--- config.mk ---
export PLATFORM = sky130hd
export DESIGN_NAME = multi_channel_output_pulse_generator
export DESIGN_NICKNAME = d
export VERILOG_FILES = /design/src/mcpg_pkg.sv /design/src/multi_channel_output_pulse_generator.sv /design/src/mcpg_front.sv /design/src/mcpg_back.sv
export SDC_FILE = /design/constraint.sdc
export NUM_CORES = 2
export LEC_CHECK = 0
export ABC_AREA = 0
export ABC_CLOCK_PERIOD_IN_PS = 11100
export CORE_ASPECT_RATIO = 0.5
export CORE_MARGIN = 2
export CORE_UTILIZATION = 40
export DETAILED_ROUTE_END_ITERATION = 7
export DONT_BUFFER_PORTS = 1
export MAX_ROUTING_LAYER = met4
export PLACE_DENSITY = 0.63
export SLEW_MARGIN = 20
export SYNTH_ARGS = -nofsm -noshare
export SYNTH_HDL_FRONTEND = slang
export SYNTH_SLANG_ARGS = --single-unit
--- constraint.sdc ---
create_clock -name clk_i -period 11.1 [get_ports clk_i]
set_input_delay 1.11 -clock clk_i [delete_from_list [all_inputs] [get_ports clk_i]]
set_output_delay 1.11 -clock clk_i [all_outputs]
set_load 0.02 [all_outputs]
--- src/mcpg_pkg.sv ---
// Package for the multi-channel output pulse generator.
// It holds the opcodes, the command kinds, the field widths and the queue size.
// It has no dependencies; the front, back, top level and checker import it.
package mcpg_pkg;

  // Opcodes carried in the input tuser field.
  localparam logic [1:0] OP_TICK  = 2'd0;
  localparam logic [1:0] OP_SET   = 2'd1;
  localparam logic [1:0] OP_START = 2'd2;

  // Fixed field widths of the input and result words.
  localparam int unsigned CHAN_W    = 4;
  localparam int unsigned END_W     = 24;
  localparam int unsigned ELAPSED_W = 16;
  localparam int unsigned MAP_W     = 16;

  // Packed input tdata layout, lowest bit first.
  localparam int unsigned IN_DATA_W = 96;
  localparam int unsigned OUT_DATA_W = 2 * MAP_W;

  // Command queue between the front and back parts.
  localparam int unsigned QUEUE_DEPTH = 2;
  localparam int unsigned QPTR_W      = $clog2(QUEUE_DEPTH);
  localparam int unsigned QCNT_W      = $clog2(QUEUE_DEPTH + 1);

  typedef enum logic [1:0] {
    CMD_NOP   = 2'd0,
    CMD_TICK  = 2'd1,
    CMD_SET   = 2'd2,
    CMD_START = 2'd3
  } cmd_kind_e;

  typedef struct packed {
    cmd_kind_e             kind;
    logic [CHAN_W-1:0]     channel;
    logic                  level;
    logic                  direction;
    logic [END_W-1:0]      end1;
    logic [END_W-1:0]      end2;
    logic [END_W-1:0]      end3;
    logic [ELAPSED_W-1:0]  elapsed;
  } cmd_t;

endpackage

--- src/multi_channel_output_pulse_generator.sv ---
// Multi-channel output pulse generator, top level. Uses mcpg_pkg, mcpg_front, mcpg_back.
// A set-level or start-pulse word passes through the queue, the execute step and the result
// register; a tick also walks every channel before its result is registered.
// Ticks are paced by the channel walk, which visits one channel per cycle; the back part
// takes a new word only when it is idle and its result slot is free.
// Reset (rst_ni low, asynchronous): all levels, pulse flags, directions, timers cleared.
module multi_channel_output_pulse_generator
  import mcpg_pkg::*;
#(
  parameter int unsigned NUM_CHANNELS = 16,
  parameter int unsigned TIME_BITS    = 24
) (
  input  logic                  clk_i,
  input  logic                  rst_ni,
  // Input words.
  input  logic                  s_axis_tvalid_i,
  output logic                  s_axis_tready_o,
  // tdata, lowest bit first: channel[3:0], level[4], direction[5],
  // phase1_end[29:6], phase2_end[53:30], phase3_end[77:54], elapsed[93:78],
  // zero fill[95:94].
  input  logic [IN_DATA_W-1:0]  s_axis_tdata_i,
  // tuser: op[1:0] (0 tick, 1 set output level, 2 start pulse).
  input  logic [1:0]            s_axis_tuser_i,
  // Result words.
  output logic                  m_axis_tvalid_o,
  input  logic                  m_axis_tready_i,
  // tdata, lowest bit first: output_levels[15:0], pulse_active[31:16].
  output logic [OUT_DATA_W-1:0] m_axis_tdata_o
);

  // The front part decodes each word into a command and queues it, so input
  // words are accepted while the back part walks channels, until the queue fills.
  logic cmd_valid;
  logic cmd_pop;
  cmd_t cmd;

  mcpg_front #(
    .NUM_CHANNELS (NUM_CHANNELS)
  ) u_front (
    .clk_i       (clk_i),
    .rst_ni      (rst_ni),
    .s_tvalid_i  (s_axis_tvalid_i),
    .s_tready_o  (s_axis_tready_o),
    .s_tdata_i   (s_axis_tdata_i),
    .s_tuser_i   (s_axis_tuser_i),
    .cmd_valid_o (cmd_valid),
    .cmd_o       (cmd),
    .cmd_pop_i   (cmd_pop)
  );

  // The back part owns all channel state. A tick visits every channel in
  // turn: the phase is chosen from the timer before the tick, then a running
  // channel's timer advances with saturation, an idle one's is cleared. The
  // bitmaps after the word are captured in a register the master side drains.
  mcpg_back #(
    .NUM_CHANNELS (NUM_CHANNELS),
    .TIME_BITS    (TIME_BITS)
  ) u_back (
    .clk_i       (clk_i),
    .rst_ni      (rst_ni),
    .cmd_valid_i (cmd_valid),
    .cmd_i       (cmd),
    .cmd_pop_o   (cmd_pop),
    .m_tvalid_o  (m_axis_tvalid_o),
    .m_tready_i  (m_axis_tready_i),
    .m_tdata_o   (m_axis_tdata_o)
  );

endmodule

--- src/mcpg_front.sv ---
// Front part of the pulse generator: accepts input words, decodes them
// into commands and holds them in a short queue for the back part.
// Depends on mcpg_pkg.
module mcpg_front
  import mcpg_pkg::*;
#(
  parameter int unsigned NUM_CHANNELS = 16
) (
  input  logic                 clk_i,
  input  logic                 rst_ni,
  input  logic                 s_tvalid_i,
  output logic                 s_tready_o,
  input  logic [IN_DATA_W-1:0] s_tdata_i,
  input  logic [1:0]           s_tuser_i,
  output logic                 cmd_valid_o,
  output cmd_t                 cmd_o,
  input  logic                 cmd_pop_i
);

  cmd_t              cmd_in;
  logic              chan_ok;
  logic              push;
  logic              pop;
  cmd_t              mem_q [QUEUE_DEPTH];
  logic [QPTR_W-1:0] wr_ptr_q;
  logic [QPTR_W-1:0] rd_ptr_q;
  logic [QCNT_W-1:0] count_q;
  logic [QCNT_W-1:0] count_d;

  // Unpack the word and turn out-of-range or unused requests into no-ops.
  always_comb begin
    cmd_in.channel   = s_tdata_i[3:0];
    cmd_in.level     = s_tdata_i[4];
    cmd_in.direction = s_tdata_i[5];
    cmd_in.end1      = s_tdata_i[29:6];
    cmd_in.end2      = s_tdata_i[53:30];
    cmd_in.end3      = s_tdata_i[77:54];
    cmd_in.elapsed   = s_tdata_i[93:78];
    chan_ok = 32'(s_tdata_i[3:0]) < 32'(NUM_CHANNELS);
    unique case (s_tuser_i)
      OP_TICK:  cmd_in.kind = CMD_TICK;
      OP_SET:   cmd_in.kind = chan_ok ? CMD_SET : CMD_NOP;
      OP_START: cmd_in.kind = chan_ok ? CMD_START : CMD_NOP;
      default:  cmd_in.kind = CMD_NOP;
    endcase
  end

  assign s_tready_o  = count_q != QCNT_W'(QUEUE_DEPTH);
  assign push        = s_tvalid_i && s_tready_o;
  assign cmd_valid_o = count_q != '0;
  assign pop         = cmd_pop_i && cmd_valid_o;
  assign cmd_o       = mem_q[rd_ptr_q];

  always_comb begin
    count_d = count_q;
    if (push && !pop) begin
      count_d = count_q + QCNT_W'(1);
    end else if (pop && !push) begin
      count_d = count_q - QCNT_W'(1);
    end
  end

  always_ff @(posedge clk_i or negedge rst_ni) begin
    if (!rst_ni) begin
      wr_ptr_q <= '0;
      rd_ptr_q <= '0;
      count_q  <= '0;
    end else begin
      count_q <= count_d;
      if (push) begin
        wr_ptr_q <= wr_ptr_q + QPTR_W'(1);
      end
      if (pop) begin
        rd_ptr_q <= rd_ptr_q + QPTR_W'(1);
      end
    end
  end

  always_ff @(posedge clk_i) begin
    if (push) begin
      mem_q[wr_ptr_q] <= cmd_in;
    end
  end

endmodule

--- src/mcpg_back.sv ---
// Back part of the pulse generator: executes queued commands on the
// per-channel state, walking one channel per cycle on a tick, and holds
// the result word in an output register. Depends on mcpg_pkg.
module mcpg_back
  import mcpg_pkg::*;
#(
  parameter int unsigned NUM_CHANNELS = 16,
  parameter int unsigned TIME_BITS    = 24
) (
  input  logic                  clk_i,
  input  logic                  rst_ni,
  input  logic                  cmd_valid_i,
  input  cmd_t                  cmd_i,
  output logic                  cmd_pop_o,
  output logic                  m_tvalid_o,
  input  logic                  m_tready_i,
  output logic [OUT_DATA_W-1:0] m_tdata_o
);

  localparam int unsigned IDX_W = (NUM_CHANNELS > 1) ? $clog2(NUM_CHANNELS) : 1;
  localparam int unsigned CMP_W = (TIME_BITS > END_W) ? TIME_BITS : END_W;
  localparam int unsigned SUM_W = ((TIME_BITS > ELAPSED_W) ? TIME_BITS : ELAPSED_W) + 1;
  localparam int unsigned MAP_N = (NUM_CHANNELS < MAP_W) ? NUM_CHANNELS : MAP_W;
  localparam logic [TIME_BITS-1:0] TIMER_MAX = '1;

  typedef enum logic [2:0] {
    ST_IDLE = 3'b001,
    ST_WALK = 3'b010,
    ST_DONE = 3'b100
  } state_e;

  state_e                 state_q;
  state_e                 state_d;
  logic [IDX_W-1:0]       idx_q;
  logic [ELAPSED_W-1:0]   elapsed_q;
  logic [IDX_W-1:0]       cmd_idx;
  logic                   slot_free;
  logic                   pop;

  logic [NUM_CHANNELS-1:0] level_q;
  logic [NUM_CHANNELS-1:0] running_q;
  logic [NUM_CHANNELS-1:0] dir_q;
  logic [TIME_BITS-1:0]    timer_q [NUM_CHANNELS];
  logic [END_W-1:0]        end1_q  [NUM_CHANNELS];
  logic [END_W-1:0]        end2_q  [NUM_CHANNELS];
  logic [END_W-1:0]        end3_q  [NUM_CHANNELS];

  logic                    res_valid_q;
  logic [OUT_DATA_W-1:0]   res_data_q;

  // Per-channel datapath for the walk.
  logic [CMP_W-1:0]     t_ext;
  logic                 below1;
  logic                 below2;
  logic                 below3;
  logic [SUM_W-1:0]     sum;
  logic [TIME_BITS-1:0] sat_sum;

  assign cmd_idx   = IDX_W'(cmd_i.channel);
  assign slot_free = !res_valid_q || m_tready_i;
  assign pop       = (state_q == ST_IDLE) && cmd_valid_i && slot_free;
  assign cmd_pop_o = pop;

  always_comb begin
    t_ext   = CMP_W'(timer_q[idx_q]);
    below1  = t_ext < CMP_W'(end1_q[idx_q]);
    below2  = t_ext < CMP_W'(end2_q[idx_q]);
    below3  = t_ext < CMP_W'(end3_q[idx_q]);
    sum     = SUM_W'(timer_q[idx_q]) + SUM_W'(elapsed_q);
    sat_sum = (sum > SUM_W'(TIMER_MAX)) ? TIMER_MAX : sum[TIME_BITS-1:0];
  end

  always_comb begin
    state_d = state_q;
    unique case (state_q)
      ST_IDLE: begin
        if (pop) begin
          state_d = (cmd_i.kind == CMD_TICK) ? ST_WALK : ST_DONE;
        end
      end
      ST_WALK: begin
        if (idx_q == IDX_W'(NUM_CHANNELS - 1)) begin
          state_d = ST_DONE;
        end
      end
      ST_DONE: state_d = ST_IDLE;
      default: state_d = ST_IDLE;
    endcase
  end

  always_ff @(posedge clk_i or negedge rst_ni) begin
    if (!rst_ni) begin
      state_q     <= ST_IDLE;
      idx_q       <= '0;
      res_valid_q <= 1'b0;
      level_q     <= '0;
      running_q   <= '0;
      dir_q       <= '0;
      for (int k = 0; k < NUM_CHANNELS; k++) begin
        timer_q[k] <= '0;
      end
    end else begin
      state_q <= state_d;
      if (res_valid_q && m_tready_i) begin
        res_valid_q <= 1'b0;
      end
      unique case (state_q)
        ST_IDLE: begin
          idx_q <= '0;
          if (pop) begin
            case (cmd_i.kind)
              CMD_SET: level_q[cmd_idx] <= cmd_i.level;
              CMD_START: begin
                dir_q[cmd_idx]     <= cmd_i.direction;
                timer_q[cmd_idx]   <= '0;
                running_q[cmd_idx] <= 1'b1;
              end
              default: ;
            endcase
          end
        end
        ST_WALK: begin
          idx_q <= idx_q + IDX_W'(1);
          if (running_q[idx_q]) begin
            if (below1) begin
              level_q[idx_q] <= dir_q[idx_q];
            end else if (below2) begin
              level_q[idx_q] <= ~dir_q[idx_q];
            end else if (below3) begin
              level_q[idx_q] <= dir_q[idx_q];
            end else begin
              running_q[idx_q] <= 1'b0;
            end
            timer_q[idx_q] <= sat_sum;
          end else begin
            timer_q[idx_q] <= '0;
          end
        end
        ST_DONE: res_valid_q <= 1'b1;
        default: ;
      endcase
    end
  end

  // Payload registers: end times, the tick's elapsed time and the result.
  always_ff @(posedge clk_i) begin
    if (pop) begin
      elapsed_q <= cmd_i.elapsed;
      if (cmd_i.kind == CMD_START) begin
        end1_q[cmd_idx] <= cmd_i.end1;
        end2_q[cmd_idx] <= cmd_i.end2;
        end3_q[cmd_idx] <= cmd_i.end3;
      end
    end
    if (state_q == ST_DONE) begin
      res_data_q <= {MAP_W'(running_q[MAP_N-1:0]), MAP_W'(level_q[MAP_N-1:0])};
    end
  end

  assign m_tvalid_o = res_valid_q;
  assign m_tdata_o  = res_data_q;

endmodule

# [Word-level counts from Yosys, hierarchy flattened]
# Memories as Yosys holds them, arrays and structs flattened.
# Index checks and enable logic that the tools add are counted.
[totals] reg_bits=492 ramBits=1344 in_bits=102 out_inout_bits=34 n_memories=4
[classes] add_sub_neg=6 magnitude_cmp=12 eq_ne=19 muxes=54 bitwise=10 n_reduce_logical=25
[mem_list] name="u_back.end1_q" words=16 word_bits=24 read_ports=1 rd_clocked_by_memory_dff=0 wr=1 line_no="mcpg_back.sv:44" rtl="logic [END_W-1:0] end1_q [NUM_CHANNELS];"
[mem_list] name="u_back.end2_q" words=16 word_bits=24 read_ports=1 rd_clocked_by_memory_dff=0 wr=1 line_no="mcpg_back.sv:45" rtl="logic [END_W-1:0] end2_q [NUM_CHANNELS];"
[mem_list] name="u_back.end3_q" words=16 word_bits=24 read_ports=1 rd_clocked_by_memory_dff=0 wr=1 line_no="mcpg_back.sv:46" rtl="logic [END_W-1:0] end3_q [NUM_CHANNELS];"
[mem_list] name="u_front.mem_q" words=2 word_bits=96 read_ports=1 rd_clocked_by_memory_dff=0 wr=1 line_no="mcpg_front.sv:24" rtl="cmd_t mem_q [QUEUE_DEPTH];"
[ops] operator="$mux 384" n=3
[ops] operator="$and 384x384->384" n=2
[ops] operator="$not 384->384" n=2
[ops] operator="$pmux 384 s2" n=1
[ops] operator="$bwmux 384" n=1
[ops] operator="$demux 24 s4" n=2
[ops] operator="$mux 16" n=12
[ops] operator="$mux 24" n=5
[ops] operator="$bmux 24 s4" n=1
[ops] operator="$lt 24x24->1" n=3
[ops] operator="$bwmux 16" n=4
[ops] operator="$pmux 16 s2" n=2
[ops] operator="$add 24x16->25" n=1
[ops] operator="$gt 25x24->1 const B" n=1
[ops] operator="$and 16x16->16" n=1
[ops] operator="$not 16->16" n=1
[ops] operator="$or 16x16->16" n=1
[ops] operator="$ne 2x2->1 const B" n=7
[ops] operator="$logic_and 1x1->1" n=11
[ops] operator="$mux 1" n=11
[ops] operator="$ge 5x5->1 const B" n=2
[ops] operator="$lt 4x5->1 const B" n=2
[ops] operator="$lt 5x1->1 const B" n=2
[ops] operator="$not 4->5" n=2
[ops] operator="29 further kinds" n=46

# [Logic depth before layout (Yosys ltp)]
[depth] ltp_word=11 depth_mapped=20 mapped_depth_nobuf=14

# [By module]
# From an unflattened synthesis, not the netlist that was laid out.
[unflattened] hier_cells=4056 area_unflattened_um2=74909.3
[modules_own_cells] module="mcpg_back" n_inst=1 cells_each=3732 area_per_inst_um2=67617.4 seq_area_each_um2=47046.4
[modules_own_cells] module="mcpg_front" n_inst=1 cells_each=324 area_per_inst_um2=7292.0 seq_area_each_um2=5865.6

# [Worst setup path after synthesis]
# Ideal clock, no wire load.
[synth_path] kind="in2reg" from="in m_axis_tready_i" to="reg u_back.timer_q[186] (netlist bit)" setup_ps=121 t_arrival_ps=8872 setup_slack_ps=2107 stages=10 cell_sequence="nand2b_1 o21ai_0 or2_2 clkbuf_1 inv_1 nand2_1 nor3_1 nor2_1 clkbuf_1 a22o_1"
[synth_between] elab_chain_cells=4
[synth_rtl] element="start, declared" line_no="multi_channel_output_pulse_generator.sv:26" rtl="input logic m_axis_tready_i,"
[synth_rtl] element="$logic_or 1x1->1" line_no="mcpg_back.sv:60" rtl="assign slot_free = !res_valid_q || m_tready_i;"
[synth_rtl] element="$logic_and 1x1->1" line_no="mcpg_back.sv:61" rtl="assign pop = (state_q == ST_IDLE) && cmd_valid_i && slot_free;"
[synth_rtl] element="via cmd_pop" line_no="multi_channel_output_pulse_generator.sv:34" rtl="logic cmd_pop;"
[synth_rtl] element="$ne 2x2->1 (no line)"
[synth_rtl] element="$reduce_and 3->1 (no line)"
[synth_rtl] element="end signal, assigned by index" line_no="mcpg_back.sv:134" rtl="timer_q[idx_q] <= sat_sum;"
[synth_rtl] element="end, declared" line_no="mcpg_back.sv:43" rtl="logic [TIME_BITS-1:0] timer_q [NUM_CHANNELS];"
# The timed path passes the listed nets, and every way through them passes these cells.
# A chain may end at the register's enable or synchronous reset.

# [Final worst setup path]
[layout_path] from="reg u_back.idx_q[1]" to="reg u_back.level_q[10]"
[layout_between] elab_chain_cells=10 word_cells_on_any_way=30
[layout_rtl] element="start, declared" line_no="mcpg_back.sv:34" rtl="logic [IDX_W-1:0] idx_q;"
[layout_rtl] element="start signal, assigned" line_no="mcpg_back.sv:123" rtl="idx_q <= idx_q + IDX_W'(1);"
[layout_rtl] element="parallel branches: the longest is 10 deep, another holds $lt 24x24->1"
[layout_rtl] element="end signal, assigned by index" line_no="mcpg_back.sv:126" rtl="level_q[idx_q] <= dir_q[idx_q];"
[layout_rtl] element="end signal, assigned by index" line_no="mcpg_back.sv:128" rtl="level_q[idx_q] <= ~dir_q[idx_q];"
[layout_rtl] element="end signal, assigned by index" line_no="mcpg_back.sv:130" rtl="level_q[idx_q] <= dir_q[idx_q];"
[layout_rtl] element="end, declared" line_no="mcpg_back.sv:40" rtl="logic [NUM_CHANNELS-1:0] level_q;"
# Several ways; the timed one is not identified. The select of a mux whose other input is x is not followed.

==> run metrics <==
Worst Tran Pin Value=1.63 ns; IO buf count=0; Area growth syn-to-layout=11.5%; worst vdd ir=0.193 mV; Rel. slew slack=-8.42%; TritonCTS Buffers=167; crit path time final=slightly below 7 ns; Int Pwr=around 14 mW; synthesized net count=4,350; Starting DRT DRC Count=4,771; initial antenna violation count=19; # rows=111; Initial Utilization=40.4%; max_cap viols=0; DIE AREA=189,000 um^2; switching share of power=a little under a third; setup ws final=around 4.2 ns; TNS Setup=0 ns; DP Wirelength=103,000 um; ys async rst share=between 20% and 30%; share of cells above drive strength 1=between 20% and 30%; Final Hold Vio Count=0; cts hold-fix bufs=0; crit path DAT=7.59 ns; CTS Buffer Depth=3; drt via density=5.86; status=complete, but fails checks; TritonCTS clock tree=yes; CTS root buf=clkbuf_16; Die Y=309 um; crit path kind=register to register; Worst-Skew Late Latency=roughly 0.8 ns; Final Setup Violations=0; Tot Pwr=20.5 mW; DRT Pass-1 Iters=8; largest net degree at the start of global routing=445; most common cell after layout, fill and taps aside=edfxtp_1; post-CTS sizing=0; GRT overflow=0; CTS clk-pin slew, worst paths=about 0.07 ns; Final ANT Viol Nets=0; Tcrit/Tclk final=about 62%; Syn Inst Count=4,155; CORE AREA=184,000 um^2; skew final=0.0434 ns; Die X=613 um; clock sinks=approximately 1,800; vias in the first global route=40,900; Post-CTS Repair Setup Buffers=0; fin cells=6,808; final slew viol count=between 90 and 100; synth unique cells=63; vias=39,900; CP Launch Type=register; part of the power in registers=between 40% and 50%; IO Count=136; NumNets Final=4,344; RSZ-0062 raised after global routing=no; Total GRT Usage=20.6%; global-route wire length before repair=approximately 280,000 um; worst-path fanout max=133; Seq/Total Area, Yosys=71.2%; PD cells=247 nW/um^2; WL/cell=27.9 um; placed cells=6,466; most frequent cells in the layout=edfxtp_1, mux4_2, dfrtp_1; pre-CTS worst setup slack=4.49 ns; P_sw=6.47 mW; hold crit path type=input port to async pin; CP Capture Type=register; number of synthesis warnings=0; CP required=11.77 ns; H-tree depth=4; final WL=190,000 um; Leak=28.2 nW; Netlist Area Pre-Place=74,300 um^2; Top FF cell, synth=edfxtp_1; fraction of power consumed by combinational cells=25.8%; fmax=0.145 GHz; #FFs+latches synth=roughly 1,800; Avg Cell Area, Syn=about 18 um^2; EDFF count, synth=1,392; DR DRC count=0; fin util=a little under half; clock power share=between 20% and 30%; violated checks=max-slew violations; gpl congestion=0.927
-- synthesized netlist by cell type (7+ instances only) --
| cell | n | share of area [%] |
|---|---|---|
| edfxtp_1 | 1392 | 56 |
| mux4_2 | 485 | 15 |
| dfrtp_1 | 443 | 15 |
| nand2_1 | 354 | 1.8 |
| o21ai_0 | 344 | 2.3 |
| clkbuf_1 | 157 | 0.79 |
| nor2_1 | 146 | 0.74 |
| inv_1 | 95 | 0.48 |
| ha_1 | 92 | 1.5 |
| mux2_2 | 89 | 1.3 |
| a22o_1 | 87 | 1.0 |
| a21oi_1 | 83 | 0.56 |
| buf_2 | 50 | 0.34 |
| a31oi_1 | 42 | 0.35 |
| nand3_1 | 31 | 0.21 |
| a32oi_1 | 26 | 0.31 |
| and3_1 | 24 | 0.20 |
| a21o_1 | 19 | 0.19 |
| buf_1 | 18 | 0.091 |
| nand2b_1 | 17 | 0.14 |
| nand3b_1 | 17 | 0.17 |
| nand4_1 | 15 | 0.13 |
| clkbuf_2 | 13 | 0.088 |
| xnor2_1 | 11 | 0.13 |
| nor3_1 | 10 | 0.067 |
| xor2_1 | 7 | 0.083 |
-- sequential cells by signal, indices dropped and copies added (netlist names) --
| register | count |
|---|---|
| u_back.running_q | 16 |
| u_back.dir_q | 16 |
| u_front.mem_q | 192 |
| u_back.level_q | 16 |
| u_back.state_q | 3 |
| u_back.idx_q | 4 |
| u_back.end2_q | 384 |
| u_front.rd_ptr_q | 1 |
| u_back.m_tvalid_o | 1 |
| u_front.wr_ptr_q | 1 |
| u_back.timer_q | 384 |
| u_back.m_tdata_o | 32 |
| u_back.end3_q | 384 |
| u_front.count_q | 2 |
| u_back.end1_q | 384 |
| u_back.elapsed_q | 16 |
-- through the flow --
| stage | hold slack (ns) | instance area, um^2 |
|---|---|---|
| floorplan | 0.435 | 74300 |
| global placement | 0.456 | 77300 |
| detailed placement | 0.466 | 77300 |
| CTS | 0.0260 | 82700 |
| global route | 0.0839 | 82800 |
| finish | 0.109 | 82800 |
-- final cells by class --
class                   instances  area, um^2
fillers                     15600      101000
flip-flops and latches       1836       52900
multi-input cells            1980       20300
clock buffers                 213        4520
well taps                    2486        3110
clock inverters                97         952
repair buffers                 69         634
inverters                      95         362
diodes                         32        80.1
-- critical path, stage by stage, from the launching register on --
cell and delay [ns]:
dfrtp_4 0.45, buf_12 0.67, buf_4 0.85, mux4_2 0.42, mux4_2 0.47, inv_1 0.09
ha_1 0.26, a21o_1 0.17, nand3_1 0.09, a21oi_1 0.09, o41ai_1 0.86, o211a_1 0.84
nand2_1 0.72, a32oi_1 0.45, a31oi_1 0.14
-- metal layers --
layer | up-vias | global-route usage, % | part of all wire, %
met5 | - | - | 0
met3 | 385 | 3.92 | 7.7
met1 | 21300 | 26.9 | 41
li1 | 16500 | - | -
met2 | 1698 | 32.5 | 48
met4 | 0 | 7.21 | 3.2
-- power by group through the flow --
stage	sequential (mW)	combinational (mW)	clock (mW)
after floorplan	9.39	3.78	0
after global placement	9.49	5.03	0
after detailed placement	9.57	5.25	0
after CTS	9.44	5.26	5.88
after global routing	9.52	5.79	6.16
final	9.45	5.28	5.77
-- worst paths after layout --
path	start	end	slack, ns	depth (start not counted)
max	u_back.idx_q[1]	u_back.level_q[10]	4.18	14
min	rst_ni	u_back.level_q[2]	0.11	0
max reg2reg	u_back.idx_q[1]	u_back.level_q[10]	4.18	14
min reg2reg	u_back.level_q[0]	u_back.m_tdata_o[0]	0.47	0
max in group asynchronous	rst_ni	u_back.timer_q[295]	9.79	0
min in group clk_i	s_axis_tdata_i[40]	u_front.mem_q[0][50]	0.39	0
-- logic make-up (layout without fill, tap and decap cells) --
| logic type | count (synthesis) | in the layout | share of synthesized area [%] |
|---|---|---|---|
| other | 0 | 32 | 0 |
| buffers and inverters | 339 | 474 | 1.88 |
| AOI/OAI and AO/OA | 650 | 650 | 5.30 |
| muxes | 577 | 577 | 16.1 |
| xor gates and xnor gates | 18 | 18 | 0.212 |
| adders and majority gates | 93 | 93 | 1.58 |
| DFF | 1836 | 1836 | 71.2 |
| and+or+nand+nor | 642 | 642 | 3.71 |
Note: power is estimated with default switching activity, not from simulation.
